## src/hdl/gdfc_pkg.sv

```systemverilog
`default_nettype none

package gdfc_pkg;

    // Default geometry of the value path
    localparam int VALUE_WIDTH_DEF = 48;
    localparam int FRAC_BITS_DEF   = 20;
    localparam int COUNT_WIDTH_DEF = 16;

    // Fixed field widths of the item
    localparam int MODE_W  = 2;
    localparam int PHASE_W = 24;
    localparam int FREQ_W  = 26;

    // Mode codes
    localparam logic [MODE_W-1:0] MODE_GPS     = 2'd0;
    localparam logic [MODE_W-1:0] MODE_SW      = 2'd1;
    localparam logic [MODE_W-1:0] MODE_RESTART = 2'd2;

    // Filter coefficients, Q2.28, held as sign and magnitude
    localparam int COEF_FRAC  = 28;
    localparam int COEF_MAG_W = 29;
    localparam logic [COEF_MAG_W-1:0] COEF_A1_MAG   = 29'd512041056;
    localparam logic                  COEF_A1_NEG   = 1'b1;
    localparam logic [COEF_MAG_W-1:0] COEF_A2_MAG   = 29'd244704288;
    localparam logic [COEF_MAG_W-1:0] COEF_GAIN_MAG = 29'd274668;

    // Scaling of the phase difference
    localparam int                    SW_SCALE_W  = 20;
    localparam logic [COEF_MAG_W-1:0] SW_SCALE    = 29'd600000;
    localparam logic [FREQ_W-1:0]     GPS_DIVISOR = 26'd100;

    // Configuration port
    localparam int CFG_DATA_W = 64;
    localparam int CFG_ADDR_W = 6;
    localparam int REG_IDX_W  = 3;
    localparam int CFG_TICK_W = 16;

    localparam logic [REG_IDX_W-1:0] REG_INIT_COEFF = 3'd0;
    localparam logic [REG_IDX_W-1:0] REG_INIT_A     = 3'd1;
    localparam logic [REG_IDX_W-1:0] REG_INIT_B     = 3'd2;
    localparam logic [REG_IDX_W-1:0] REG_WARMUP     = 3'd3;
    localparam logic [REG_IDX_W-1:0] REG_HOLD       = 3'd4;

    localparam logic [CFG_TICK_W-1:0] WARMUP_RESET = 16'd2;
    localparam logic [CFG_TICK_W-1:0] HOLD_RESET   = 16'd600;

endpackage

`default_nettype wire

```

## src/hdl/gps_disciplined_freq_corrector.sv

```systemverilog
// Frequency-correction loop for a GPS-disciplined clock. Each input item is a GPS tick, a
// software adjustment or a restart, and each yields one result item holding the coefficient,
// both filter delays and the warm-up flag after the item. Arithmetic runs through a bit-serial
// shift-add multiplier (one coefficient bit per cycle) and a bit-serial restoring divider
// (one quotient bit per cycle). A software adjustment takes one more multiply than a filtered
// GPS tick; warm-up ticks, unfiltered ticks and restarts skip the arithmetic. One item
// is worked on at a time; a finished result waits in the output register while the next
// item is accepted. Configuration sits on an APB port with 64-bit data, register i at byte
// address 8*i; the user must write it only while the block is idle, which the block
// itself does not enforce.
`default_nettype none

module gps_disciplined_freq_corrector #(
    parameter int VALUE_WIDTH = gdfc_pkg::VALUE_WIDTH_DEF,
    parameter int FRAC_BITS   = gdfc_pkg::FRAC_BITS_DEF,
    parameter int COUNT_WIDTH = gdfc_pkg::COUNT_WIDTH_DEF
) (
    input  wire logic                                clk,
    input  wire logic                                rst_n,

    input  wire logic                                in_valid,
    output logic                                     in_ready,
    input  wire logic [gdfc_pkg::MODE_W-1:0]         mode,
    input  wire logic signed [gdfc_pkg::PHASE_W-1:0] phase_diff,
    input  wire logic                                gps_valid,
    input  wire logic [gdfc_pkg::FREQ_W-1:0]         ref_freq_hz,

    output logic                                     out_valid,
    input  wire logic                                out_ready,
    output logic signed [VALUE_WIDTH-1:0]            coeff,
    output logic signed [VALUE_WIDTH-1:0]            filter_state_a,
    output logic signed [VALUE_WIDTH-1:0]            filter_state_b,
    output logic                                     warming_up,

    input  wire logic                                psel,
    input  wire logic                                penable,
    input  wire logic                                pwrite,
    input  wire logic [gdfc_pkg::CFG_ADDR_W-1:0]     paddr,
    input  wire logic [gdfc_pkg::CFG_DATA_W-1:0]     pwdata,
    output logic [gdfc_pkg::CFG_DATA_W-1:0]          prdata,
    output logic                                     pready
);

    import gdfc_pkg::*;

    localparam int VW    = VALUE_WIDTH;
    localparam int NUM_W = PHASE_W + SW_SCALE_W;
    localparam int DVD_W = NUM_W + FRAC_BITS;
    localparam int CNT_W = $clog2(DVD_W);
    localparam int MAG_W = VW + 2;

    typedef enum logic [12:0] {
        ST_IDLE = 13'b0000000000001,
        ST_MUL  = 13'b0000000000010,
        ST_MRND = 13'b0000000000100,
        ST_DIV  = 13'b0000000001000,
        ST_DRND = 13'b0000000010000,
        ST_T1   = 13'b0000000100000,
        ST_T2   = 13'b0000001000000,
        ST_P1   = 13'b0000010000000,
        ST_P2   = 13'b0000100000000,
        ST_P3   = 13'b0001000000000,
        ST_PG   = 13'b0010000000000,
        ST_ACC  = 13'b0100000000000,
        ST_DONE = 13'b1000000000000
    } state_t;

    typedef enum logic [1:0] {
        SEL_SW,
        SEL_A1,
        SEL_A2,
        SEL_GAIN
    } mul_sel_t;

    // Saturate a magnitude to the signed range and apply the sign
    function automatic logic [VW-1:0] clamp_mag(input logic neg, input logic ovf,
                                                input logic [MAG_W-1:0] mag);
        logic [MAG_W-1:0] lim;
        logic [VW-1:0]    m;
        lim = {2'b00, neg, {(VW-1){~neg}}};
        m   = (ovf || (mag > lim)) ? lim[VW-1:0] : mag[VW-1:0];
        return neg ? (~m + VW'(1)) : m;
    endfunction

    function automatic logic [VW-1:0] abs_val(input logic [VW-1:0] v);
        return v[VW-1] ? (~v + VW'(1)) : v;
    endfunction

    state_t                  state_reg, state_next;
    mul_sel_t                mul_sel_reg;

    logic [VW-1:0]           coeff_reg, delay_a_reg, delay_b_reg;
    logic                    warm_flag_reg, prev_valid_reg;
    logic [COUNT_WIDTH-1:0]  warm_count_reg;
    logic                    out_valid_reg;

    logic [VW-1:0]           init_coeff_reg, init_a_reg, init_b_reg;
    logic [CFG_TICK_W-1:0]   warmup_reg, hold_reg;

    logic [VW-1:0]           x_reg, m_reg;
    logic [VW-1:0]           mcand_reg, acc_hi_reg;
    logic [COEF_MAG_W-1:0]   mplier_reg, acc_lo_reg;
    logic                    mneg_reg;
    logic [DVD_W-1:0]        dvd_reg;
    logic [FREQ_W-1:0]       rem_reg, f_reg;
    logic [VW-1:0]           q_reg;
    logic                    ovf_reg, neg_reg;
    logic [CNT_W-1:0]        cnt_reg;
    logic [VW-1:0]           out_coeff_reg, out_a_reg, out_b_reg;
    logic                    out_warm_reg;

    logic                    in_fire, out_free, cfg_wr;
    logic [REG_IDX_W-1:0]    cfg_idx;
    logic [PHASE_W-1:0]      pd_mag;
    logic                    mul_last, div_last;
    logic [VW:0]             mul_sum;
    logic [VW+COEF_MAG_W-1:0] prod_full;
    logic [MAG_W-1:0]        mul_mag, div_mag;
    logic [FREQ_W:0]         rem_sh, rem_diff;
    logic                    div_ge, div_rnd;
    logic [VW-1:0]           add_a, add_b, add_res;
    logic                    add_sub;
    logic [VW:0]             add_s;

    assign in_ready = (state_reg == ST_IDLE);
    assign in_fire  = in_valid && in_ready;
    assign out_free = !out_valid_reg || out_ready;
    assign cfg_wr   = psel && penable && pwrite;
    assign cfg_idx  = paddr[CFG_ADDR_W-1:3];
    assign pready   = 1'b1;

    assign out_valid      = out_valid_reg;
    assign coeff          = out_coeff_reg;
    assign filter_state_a = out_a_reg;
    assign filter_state_b = out_b_reg;
    assign warming_up     = out_warm_reg;

    // Magnitude of the incoming phase difference
    assign pd_mag = phase_diff[PHASE_W-1] ? (~phase_diff + PHASE_W'(1)) : phase_diff;

    // Multiplier step and rounded result
    assign mul_last  = (cnt_reg == CNT_W'(COEF_MAG_W - 1));
    assign mul_sum   = {1'b0, acc_hi_reg} + (mplier_reg[0] ? {1'b0, mcand_reg} : '0);
    assign prod_full = {acc_hi_reg, acc_lo_reg};
    assign mul_mag   = MAG_W'({acc_hi_reg, acc_lo_reg[COEF_MAG_W-1:COEF_FRAC]})
                       + MAG_W'(acc_lo_reg[COEF_FRAC-1]);

    // Divider step and rounded result
    assign div_last = (cnt_reg == CNT_W'(DVD_W - 1));
    assign rem_sh   = {rem_reg, dvd_reg[DVD_W-1]};
    assign rem_diff = rem_sh - {1'b0, f_reg};
    assign div_ge   = (rem_sh >= {1'b0, f_reg});
    assign div_rnd  = (rem_reg >= (f_reg - (f_reg >> 1)));
    assign div_mag  = MAG_W'(q_reg) + MAG_W'(div_rnd);

    // Shared saturating adder
    always_comb
    begin
        add_a   = x_reg;
        add_b   = m_reg;
        add_sub = 1'b0;
        case (state_reg) inside
            ST_T1, ST_T2:
            begin
                add_sub = 1'b1;
            end
            ST_P1:
            begin
                add_a = delay_a_reg;
                add_b = delay_a_reg;
            end
            ST_P3:
            begin
                add_a = m_reg;
                add_b = delay_b_reg;
            end
            ST_ACC:
            begin
                add_a = coeff_reg;
            end
            default:
            begin
                add_sub = 1'b0;
            end
        endcase
        add_s = add_sub ? ({add_a[VW-1], add_a} - {add_b[VW-1], add_b})
                        : ({add_a[VW-1], add_a} + {add_b[VW-1], add_b});
        if (add_s[VW] != add_s[VW-1])
        begin
            add_res = {add_s[VW], {(VW-1){~add_s[VW]}}};
        end
        else
        begin
            add_res = add_s[VW-1:0];
        end
    end

    // Sequence the item through scaling, filter and accumulation
    always_comb
    begin
        state_next = state_reg;
        unique case (state_reg)
            ST_IDLE:
            begin
                if (in_fire)
                begin
                    case (mode)
                        MODE_GPS:
                        begin
                            if (!warm_flag_reg && gps_valid && prev_valid_reg)
                            begin
                                state_next = ST_DIV;
                            end
                            else
                            begin
                                state_next = ST_DONE;
                            end
                        end
                        MODE_SW:
                        begin
                            state_next = ST_MUL;
                        end
                        default:
                        begin
                            state_next = ST_DONE;
                        end
                    endcase
                end
            end
            ST_MUL:
            begin
                if (mul_last)
                begin
                    state_next = ST_MRND;
                end
            end
            ST_MRND:
            begin
                case (mul_sel_reg)
                    SEL_SW:   state_next = ST_DIV;
                    SEL_A1:   state_next = ST_T1;
                    SEL_A2:   state_next = ST_T2;
                    default:  state_next = ST_ACC;
                endcase
            end
            ST_DIV:
            begin
                if (div_last)
                begin
                    state_next = ST_DRND;
                end
            end
            ST_DRND:  state_next = ST_MUL;
            ST_T1:    state_next = ST_MUL;
            ST_T2:    state_next = ST_P1;
            ST_P1:    state_next = ST_P2;
            ST_P2:    state_next = ST_P3;
            ST_P3:    state_next = ST_PG;
            ST_PG:    state_next = ST_MUL;
            ST_ACC:   state_next = ST_DONE;
            ST_DONE:
            begin
                if (out_free)
                begin
                    state_next = ST_IDLE;
                end
            end
            default:  state_next = ST_IDLE;
        endcase
    end

    // Hold control state, loop state and configuration
    always_ff @(posedge clk or negedge rst_n)
    begin
        if (!rst_n)
        begin
            state_reg      <= ST_IDLE;
            mul_sel_reg    <= SEL_SW;
            coeff_reg      <= '0;
            delay_a_reg    <= '0;
            delay_b_reg    <= '0;
            warm_flag_reg  <= 1'b1;
            warm_count_reg <= COUNT_WIDTH'(2);
            prev_valid_reg <= 1'b0;
            out_valid_reg  <= 1'b0;
            init_coeff_reg <= '0;
            init_a_reg     <= '0;
            init_b_reg     <= '0;
            warmup_reg     <= WARMUP_RESET;
            hold_reg       <= HOLD_RESET;
        end
        else
        begin
            state_reg <= state_next;

            // Take configuration writes
            if (cfg_wr)
            begin
                unique case (cfg_idx)
                    REG_INIT_COEFF: init_coeff_reg <= pwdata[VW-1:0];
                    REG_INIT_A:     init_a_reg     <= pwdata[VW-1:0];
                    REG_INIT_B:     init_b_reg     <= pwdata[VW-1:0];
                    REG_WARMUP:     warmup_reg     <= pwdata[CFG_TICK_W-1:0];
                    REG_HOLD:       hold_reg       <= pwdata[CFG_TICK_W-1:0];
                    default:        ;
                endcase
            end

            // Decode the accepted item
            if (in_fire)
            begin
                case (mode)
                    MODE_GPS:
                    begin
                        prev_valid_reg <= gps_valid;
                        if (warm_flag_reg)
                        begin
                            if (warm_count_reg == '0)
                            begin
                                warm_flag_reg <= 1'b0;
                            end
                            else
                            begin
                                warm_count_reg <= warm_count_reg - COUNT_WIDTH'(1);
                            end
                        end
                    end
                    MODE_SW:
                    begin
                        warm_flag_reg  <= 1'b1;
                        warm_count_reg <= COUNT_WIDTH'(hold_reg);
                        mul_sel_reg    <= SEL_SW;
                    end
                    MODE_RESTART:
                    begin
                        coeff_reg      <= init_coeff_reg;
                        delay_a_reg    <= init_a_reg;
                        delay_b_reg    <= init_b_reg;
                        warm_flag_reg  <= 1'b1;
                        warm_count_reg <= COUNT_WIDTH'(warmup_reg);
                    end
                    default:
                    begin
                        prev_valid_reg <= prev_valid_reg;
                    end
                endcase
            end

            // Pick the next product and advance the filter
            if (state_reg == ST_DRND)
            begin
                mul_sel_reg <= SEL_A1;
            end
            if (state_reg == ST_T1)
            begin
                mul_sel_reg <= SEL_A2;
            end
            if (state_reg == ST_PG)
            begin
                mul_sel_reg <= SEL_GAIN;
            end
            if (state_reg == ST_P3)
            begin
                delay_b_reg <= delay_a_reg;
                delay_a_reg <= x_reg;
            end
            if (state_reg == ST_ACC)
            begin
                coeff_reg <= add_res;
            end

            // Present and release the result item
            if ((state_reg == ST_DONE) && out_free)
            begin
                out_valid_reg <= 1'b1;
            end
            else if (out_ready)
            begin
                out_valid_reg <= 1'b0;
            end
        end
    end

    // Serial multiplier, divider and working values
    always_ff @(posedge clk)
    begin
        case (state_reg) inside
            ST_IDLE:
            begin
                if (in_fire)
                begin
                    neg_reg    <= phase_diff[PHASE_W-1];
                    cnt_reg    <= '0;
                    mcand_reg  <= VW'(pd_mag);
                    mplier_reg <= SW_SCALE;
                    acc_hi_reg <= '0;
                    dvd_reg    <= {NUM_W'(pd_mag), {FRAC_BITS{1'b0}}};
                    rem_reg    <= '0;
                    q_reg      <= '0;
                    ovf_reg    <= 1'b0;
                    if (mode == MODE_SW)
                    begin
                        f_reg <= (ref_freq_hz == '0) ? FREQ_W'(1) : ref_freq_hz;
                    end
                    else
                    begin
                        f_reg <= GPS_DIVISOR;
                    end
                end
            end
            ST_MUL:
            begin
                acc_hi_reg <= mul_sum[VW:1];
                acc_lo_reg <= {mul_sum[0], acc_lo_reg[COEF_MAG_W-1:1]};
                mplier_reg <= {1'b0, mplier_reg[COEF_MAG_W-1:1]};
                cnt_reg    <= cnt_reg + CNT_W'(1);
            end
            ST_MRND:
            begin
                if (mul_sel_reg == SEL_SW)
                begin
                    dvd_reg <= {prod_full[NUM_W-1:0], {FRAC_BITS{1'b0}}};
                    rem_reg <= '0;
                    q_reg   <= '0;
                    ovf_reg <= 1'b0;
                    cnt_reg <= '0;
                end
                else
                begin
                    m_reg <= clamp_mag(mneg_reg, 1'b0, mul_mag);
                end
            end
            ST_DIV:
            begin
                rem_reg <= div_ge ? rem_diff[FREQ_W-1:0] : rem_sh[FREQ_W-1:0];
                q_reg   <= {q_reg[VW-2:0], div_ge};
                ovf_reg <= ovf_reg | q_reg[VW-1];
                dvd_reg <= {dvd_reg[DVD_W-2:0], 1'b0};
                cnt_reg <= cnt_reg + CNT_W'(1);
            end
            ST_DRND:
            begin
                x_reg      <= clamp_mag(neg_reg, ovf_reg, div_mag);
                mcand_reg  <= abs_val(delay_a_reg);
                mplier_reg <= COEF_A1_MAG;
                mneg_reg   <= delay_a_reg[VW-1] ^ COEF_A1_NEG;
                acc_hi_reg <= '0;
                cnt_reg    <= '0;
            end
            ST_T1:
            begin
                x_reg      <= add_res;
                mcand_reg  <= abs_val(delay_b_reg);
                mplier_reg <= COEF_A2_MAG;
                mneg_reg   <= delay_b_reg[VW-1];
                acc_hi_reg <= '0;
                cnt_reg    <= '0;
            end
            ST_T2:
            begin
                x_reg <= add_res;
            end
            ST_P1, ST_P2, ST_P3:
            begin
                m_reg <= add_res;
            end
            ST_PG:
            begin
                mcand_reg  <= abs_val(m_reg);
                mplier_reg <= COEF_GAIN_MAG;
                mneg_reg   <= m_reg[VW-1];
                acc_hi_reg <= '0;
                cnt_reg    <= '0;
            end
            ST_DONE:
            begin
                if (out_free)
                begin
                    out_coeff_reg <= coeff_reg;
                    out_a_reg     <= delay_a_reg;
                    out_b_reg     <= delay_b_reg;
                    out_warm_reg  <= warm_flag_reg;
                end
            end
            default:
            begin
                cnt_reg <= cnt_reg;
            end
        endcase
    end

    // Return register contents
    always_comb
    begin
        unique case (cfg_idx)
            REG_INIT_COEFF: prdata = CFG_DATA_W'(init_coeff_reg);
            REG_INIT_A:     prdata = CFG_DATA_W'(init_a_reg);
            REG_INIT_B:     prdata = CFG_DATA_W'(init_b_reg);
            REG_WARMUP:     prdata = CFG_DATA_W'(warmup_reg);
            REG_HOLD:       prdata = CFG_DATA_W'(hold_reg);
            default:        prdata = '0;
        endcase
    end

endmodule

`default_nettype wire

```

## config.mk

```make
export PLATFORM = sky130hd
export DESIGN_NAME = gps_disciplined_freq_corrector
export DESIGN_NICKNAME = d
export VERILOG_FILES = /design/src/hdl/gdfc_pkg.sv /design/src/hdl/gps_disciplined_freq_corrector.sv
export SDC_FILE = /design/constraint.sdc
export NUM_CORES = 2
export LEC_CHECK = 0
export BUFFER_PORTS_ARGS = -buffer_cell sky130_fd_sc_hd__buf_4
export CAP_MARGIN = 10
export CELL_PAD_IN_SITES_DETAIL_PLACEMENT = 1
export CELL_PAD_IN_SITES_GLOBAL_PLACEMENT = 2
export CORE_MARGIN = 10
export CORE_UTILIZATION = 35
export DETAILED_ROUTE_END_ITERATION = 16
export PLACE_DENSITY = 0.78
export SLEW_MARGIN = 40
export SYNTH_ARGS = -nofsm -noshare
export SYNTH_HDL_FRONTEND = slang
export SYNTH_SLANG_ARGS = --single-unit
```

## constraint.sdc

```tcl
create_clock -name clk -period 12.06 [get_ports clk]
set_clock_uncertainty 0.2 [all_clocks]
set_input_delay 1.206 -clock clk [delete_from_list [all_inputs] [get_ports clk]]
set_output_delay 1.206 -clock clk [all_outputs]
set_load 0.02 [all_outputs]
```

-- Word level (Yosys, flattened, before mapping)
Index checks and enable logic that the tools add are counted.
- register bits after elaboration: 922
- input port bits: 130
- output and inout port bits: 212
- logic and storage cells: 312
- add/sub/neg operators: 15
- magnitude comparators: 4
- equality and inequality tests: 50
- multiplexer cells: 131
- bitwise operators: 21
- reductions and logical operators: 58
- operators by type and width (operator ; number):
    $mux 48 ; 60
    $mux 64 ; 6
    $mux 29 ; 10
    $add 48x1->48 const B ; 5
    $not 48->48 ; 5
    $pmux 48 s5 ; 1
    $mux 26 ; 7
    $pmux 13 s11 ; 1
    $add 48x48->49 ; 2
    $mux 6 ; 11
    $mux 13 ; 5
    $add 49x1->50 ; 1
    $gt 50x48->1 ; 1
    $add 48x1->49 ; 1
    $gt 49x48->1 ; 1
    $mux 49 ; 1
    $sub 48x48->49 ; 1
    $pmux 16 s3 ; 1
    $pmux 12 s3 ; 1
    $mux 16 ; 2
    $ge 27x26->1 ; 1
    $ge 26x26->1 ; 1
    $logic_not 26->1 ; 1
    $ne 2x2->1 const B ; 13
    62 further kinds ; 140

-- Longest topological paths before layout
- word-level depth: 15
- gate-level depth with buffers: 55

-- Least setup slack after synthesis
Ideal clock, no wire load.
- path type: register -> register
- from: register state_reg[5]
- to: register dvd_reg[20], enable pin
- library setup time: 0.771 ns
- arrival time: 9.765 ns
- data required time: 11.089 ns
- slack: 1.324 ns
- cell stages (with the launch flop): 5
- buffers on the path: 1
- period minus slack after synthesis: 10.736 ns
- cells stage by stage: dfrtp_1 clkbuf_1 nor2_1 nand4_1 o31ai_1
- word-level cells in the longest chain between the ends: 4
- elaborated cells between the ends (all ways): 10
- classes of those cells: eq/ne: 7; reduce/logical: 3
- ends and longest elaborated chain (what ; RTL line ; text):
    from (decl) ; gps_disciplined_freq_corrector.sv:89 ; state_t state_reg, state_next;
    from (signal assigned) ; gps_disciplined_freq_corrector.sv:294 ; state_reg <= state_next;
    $eq 13x1->1 ; gps_disciplined_freq_corrector.sv:125 ; assign in_ready = (state_reg == ST_IDLE);
    $logic_and 1x1->1 ; gps_disciplined_freq_corrector.sv:126 ; assign in_fire = in_valid && in_ready;
    $ne 2x1->1 (no source line) ; -- ;
    $reduce_and 4->1 (no source line) (*) ; -- ;
    to (signal assigned) ; gps_disciplined_freq_corrector.sv:397 ; dvd_reg <= {NUM_W'(pd_mag), {FRAC_BITS{1'b0}}};
    to (signal assigned) ; gps_disciplined_freq_corrector.sv:422 ; dvd_reg <= {prod_full[NUM_W-1:0], {FRAC_BITS{1'b0}}};
    to (signal assigned) ; gps_disciplined_freq_corrector.sv:438 ; dvd_reg <= {dvd_reg[DVD_W-2:0], 1'b0};
    to (decl) ; gps_disciplined_freq_corrector.sv:104 ; logic [DVD_W-1:0] dvd_reg;
Mark *: on every way between the ends. The rest lies on a longest branch, timed or not.
A chain may end at the register's enable or synchronous reset.

-- Worst setup path after layout
- from: register f_reg[1]
- to: register x_reg[44] (data pin)
- word-level cells in the longest chain between the ends: 10
- ends and longest elaborated chain (what ; RTL line ; text):
    from (decl) ; gps_disciplined_freq_corrector.sv:105 ; logic [FREQ_W-1:0] rem_reg, f_reg;
    from (signal assigned) ; gps_disciplined_freq_corrector.sv:403 ; f_reg <= (ref_freq_hz == '0) ? FREQ_W'(1) : ref_freq_hz;
    $sub 26x25->26 (*) ; gps_disciplined_freq_corrector.sv:153 ; assign div_rnd = (rem_reg >= (f_reg - (f_reg >> 1)));
    $ge 26x26->1 (*) ; gps_disciplined_freq_corrector.sv:153 ;
    $add 48x1->49 (*) ; gps_disciplined_freq_corrector.sv:154 ; assign div_mag = MAG_W'(q_reg) + MAG_W'(div_rnd);
    $gt 49x48->1 ; gps_disciplined_freq_corrector.sv:81 ; m = (ovf || (mag > lim)) ? lim[VW-1:0] : mag[VW-1:0];
    $logic_or 1x1->1 ; gps_disciplined_freq_corrector.sv:81 ;
    $mux 48 (*) ; gps_disciplined_freq_corrector.sv:81 ;
    $not 48->48 ; gps_disciplined_freq_corrector.sv:82 ; return neg ? (~m + VW'(1)) : m;
    $add 48x1->48 ; gps_disciplined_freq_corrector.sv:82 ;
    $mux 48 (*) ; gps_disciplined_freq_corrector.sv:82 ;
    $mux 48 (*) ; gps_disciplined_freq_corrector.sv:387 ; case (state_reg) inside
    to (signal assigned) ; gps_disciplined_freq_corrector.sv:443 ; x_reg <= clamp_mag(neg_reg, ovf_reg, div_mag);
    to (signal assigned) ; gps_disciplined_freq_corrector.sv:452 ; x_reg <= add_res;
    to (signal assigned) ; gps_disciplined_freq_corrector.sv:461 ; x_reg <= add_res;
    to (decl) ; gps_disciplined_freq_corrector.sv:100 ; logic [VW-1:0] x_reg, m_reg;
Marks and branches as above.

==> impl_metrics.json <==
{
  "core_mm2": 0.174,
  "die_w_um": 437,
  "largest_reg_flops": 96,
  "hp-class": "input pin to async pin",
  "cp.required_ns": 12.34,
  "critical_path_arrival_ns": 11.42,
  "floorplan.initialDensity": 0.351,
  "num_vias": 54131,
  "grt_pass1_vias": 55162,
  "clockBufferDepth": 3,
  "synth-adder-area-share": 0.0623,
  "drv_cap": 0,
  "n_fill_cell": 19820,
  "holdBufCountCts": 0,
  "drv_slew": 0,
  "p_per_area_mw_per_mm2": 232,
  "synth-seq-area-share": 0.415,
  "rows": 153,
  "period_minus_slack_ns": 11.15,
  "wirelength_um": 251000,
  "placed_area_mm2": 0.0661,
  "vdd_drop_max_mv": 0.144,
  "async_reset_ff_frac": 0.392,
  "dp_cells": 8943,
  "slew_headroom": 0.385,
  "clock_sinks": 902,
  "hold_viol": 0,
  "grt_pass1_wl_um": 371000,
  "grt_max_degree": 100,
  "synth_top_family_by_area": "compound AO/OA/AOI/OAI gates",
  "worstMarginPinSlew_ns": 0.923,
  "stdcell_area_mm2": 0.0700,
  "syn_to_final_growth_pct": 14.8,
  "final_nets": 7149,
  "die_area_mm2": 0.191,
  "clk_pin_slew_ns": 0.06,
  "critPathLaunchType": "register",
  "io_pins": 342,
  "grt.overflow.total": 0,
  "wl_met3_um": 15400,
  "top_layer": "met5",
  "syn_area_per_cell_um2": 9.28,
  "synth_cell_types": 95,
  "crit_fanout": 9,
  "wl_met2_um": 113000,
  "end_kind": "register",
  "place_congestion": 0.943,
  "status": "completed",
  "grtUsageTotal": 0.252,
  "ys.flop_type": "edfxtp_1",
  "ys_ff_latch": 902,
  "grt_antenna_before_repair": 8,
  "holdWs_ns": 0.135,
  "vias_per_cell": 5.92,
  "drt-initial-drc-count": 4790,
  "slowest_delay_ns": 0.54,
  "drive_gt1_frac": 0.138,
  "worst-setup-path-type": "register to register",
  "cts-buffers-inserted": 106,
  "setup_viol": 0,
  "dr.pass1.iters": 5,
  "synthMuxAreaShare": 0.0643,
  "clk_latency_ns": 0.78,
  "synth_xor_area_frac": 0.0613,
  "fmax_mhz": 89.7,
  "synth-compound-area-share": 0.187,
  "route.detailed.drc": 0,
  "fin_cells": 9146,
  "avgRoutedWirePerCell_um": 27.4,
  "ant_nets": 0,
  "period_share": 0.924,
  "synth_area_mm2": 0.0610,
  "rsz0062_at_grt": "false",
  "p_leak_nw": 28.3,
  "synthSimpleGateAreaFrac": 0.170,
  "port_buffers": 305,
  "wl_met1_um": 114000,
  "tns_ns": 0,
  "yosys_warnings": 0,
  "cts_root_buf": "clkbuf_16",
  "cts_tree": "built",
  "dieHeight_um": 437,
  "cp_slowest_cell": "or4_1",
  "htree_levels": 3,
  "postSynthCellCount": 6570,
  "synth_edf_count": 548,
  "dpl.hpwl_um": 188000
}
==> synthesized netlist by cell type (28+ instances only) <==
| cell | instances | area, µm² |
|---|---|---|
| nand2_1 | 688 | 2580 |
| o21ai_0 | 575 | 2880 |
| edfxtp_1 | 548 | 16500 |
| a21oi_1 | 472 | 2360 |
| nor2_1 | 434 | 1630 |
| dfrtp_1 | 346 | 8660 |
| clkbuf_1 | 322 | 1210 |
| ha_1 | 287 | 3590 |
| xnor2_1 | 249 | 2180 |
| nand3_1 | 234 | 1170 |
| inv_1 | 188 | 706 |
| mux2_2 | 188 | 2120 |
| mux2i_1 | 180 | 1800 |
| xor2_1 | 172 | 1510 |
| and2_1 | 140 | 876 |
| a21o_1 | 131 | 983 |
| and3_1 | 104 | 651 |
| nor3_1 | 100 | 500 |
| nand4_1 | 84 | 526 |
| o211ai_1 | 78 | 586 |
| a211oi_1 | 70 | 526 |
| o31ai_1 | 68 | 510 |
| or3_1 | 52 | 325 |
| buf_1 | 50 | 188 |
| nand2b_1 | 50 | 313 |
| nor2b_1 | 47 | 294 |
| o22ai_1 | 47 | 294 |
| nor4_1 | 46 | 288 |
| a22oi_1 | 45 | 338 |
| o21a_1 | 39 | 293 |
| a31oi_1 | 38 | 238 |
| or4_1 | 37 | 278 |
| o41ai_1 | 34 | 298 |
| or2_2 | 32 | 200 |
| o22a_1 | 28 | 245 |
==> where the power goes <==
part / switching, mW / leakage (nW) / internal (mW)
Sequential: 1.26 / 9.66 / 4.50
Combinational: 4.33 / 16.9 / 2.59
Clock: 1.47 / 1.82 / 2.08
Total: 7.06 / 28.3 / 9.17
==> critical path, delay by kind of cell, from the launching register on <==
kind,cells,cell delay (ns)
adder cells (fa/ha/maj),6,1.56
XOR/XNOR,3,0.45
AO/OA/AOI/OAI,28,5.15
AND/OR/NAND/NOR,13,2.56
flip-flops,1,0.45
buffers and inverters,3,0.51
==> layout by cell type, fill, tap and decap left out, types with 66 or more instances in the layout <==
cell / instances
mux2_2: 188
xnor2_1: 247
and2_1: 139
o21ai_0: 568
nand3_1: 231
mux2i_1: 180
nor3_1: 97
xor2_1: 171
nand2_1: 682
a21oi_1: 468
nand4_1: 84
edfxtp_1: 548
o31ai_1: 67
inv_1: 186
dfrtp_1: 344
a21o_1: 131
clkbuf_16: 108
and3_1: 103
nor2_1: 425
o211ai_1: 78
ha_1: 287
buf_4: 427
a211oi_1: 66
==> worst paths after layout <==
check / start / slack, ns / depth (start not counted) / end
setup / recovery: f_reg[1]$_SDFFCE_PP0P_ / 0.91 / 53 / x_reg[44]$_DFFE_PP_
hold / removal: rst_n / 0.14 / 1 / delay_b_reg[38]$_DFFE_PN0P_
setup reg to reg: f_reg[1]$_SDFFCE_PP0P_ / 0.91 / 53 / x_reg[44]$_DFFE_PP_
hold reg to reg: acc_lo_reg[24]$_DFFE_PP_ / 0.25 / 0 / acc_lo_reg[23]$_DFFE_PP_
max in group asynchronous: rst_n / 9.88 / 4 / hold_reg[6]$_DFFE_PN1P_
min in group clk: acc_lo_reg[24]$_DFFE_PP_ / 0.25 / 0 / acc_lo_reg[23]$_DFFE_PP_
==> timing repair <==
action | CTS | global route
resized for setup | 0 | 7
setup endpoints to repair | 0 | 10
setup buffers | 0 | 0
==> area by class of cell <==
class	instances	area, µm²	area share
Sequential cell	902	25300	0.362
Clock buffer	121	2760	0.0395
Antenna cell	2	5.00	0.0000715
Clock inverter	78	1000	0.0143
Inverter	191	718	0.0103
Multi-Input combinational cell	5078	33700	0.482
Timing Repair Buffer	449	3570	0.0509
Tap cell	2325	2910	0.0416
==> stage by stage <==
step                setup slack (ns)  power (mW)   util
CTS                            0.163        16.2  0.402
detailed placement             0.267        12.6  0.381
global placement               0.391        12.3  0.380
finish                         0.911        16.2  0.403
floorplan                       1.32        9.97      -
global route                  0.0642        17.2  0.403
==> cells by family after synthesis <==
kind of cell / after synthesis
simple gates: 2131
compound gates: 1834
flops: 902
buf+inv: 605
xor+xnor: 424
mux: 368
fa+ha+maj: 304
other cells: 2
==> metal layers <==
metal / vias to the layer above / track usage
li1: 24482 / -
met1: 27734 / 0.354
met2: 1596 / 0.399
met3: 313 / 0.0358
met4: 6 / 0.0781
met5: - / 0
Power figures use the tool's default switching activity.
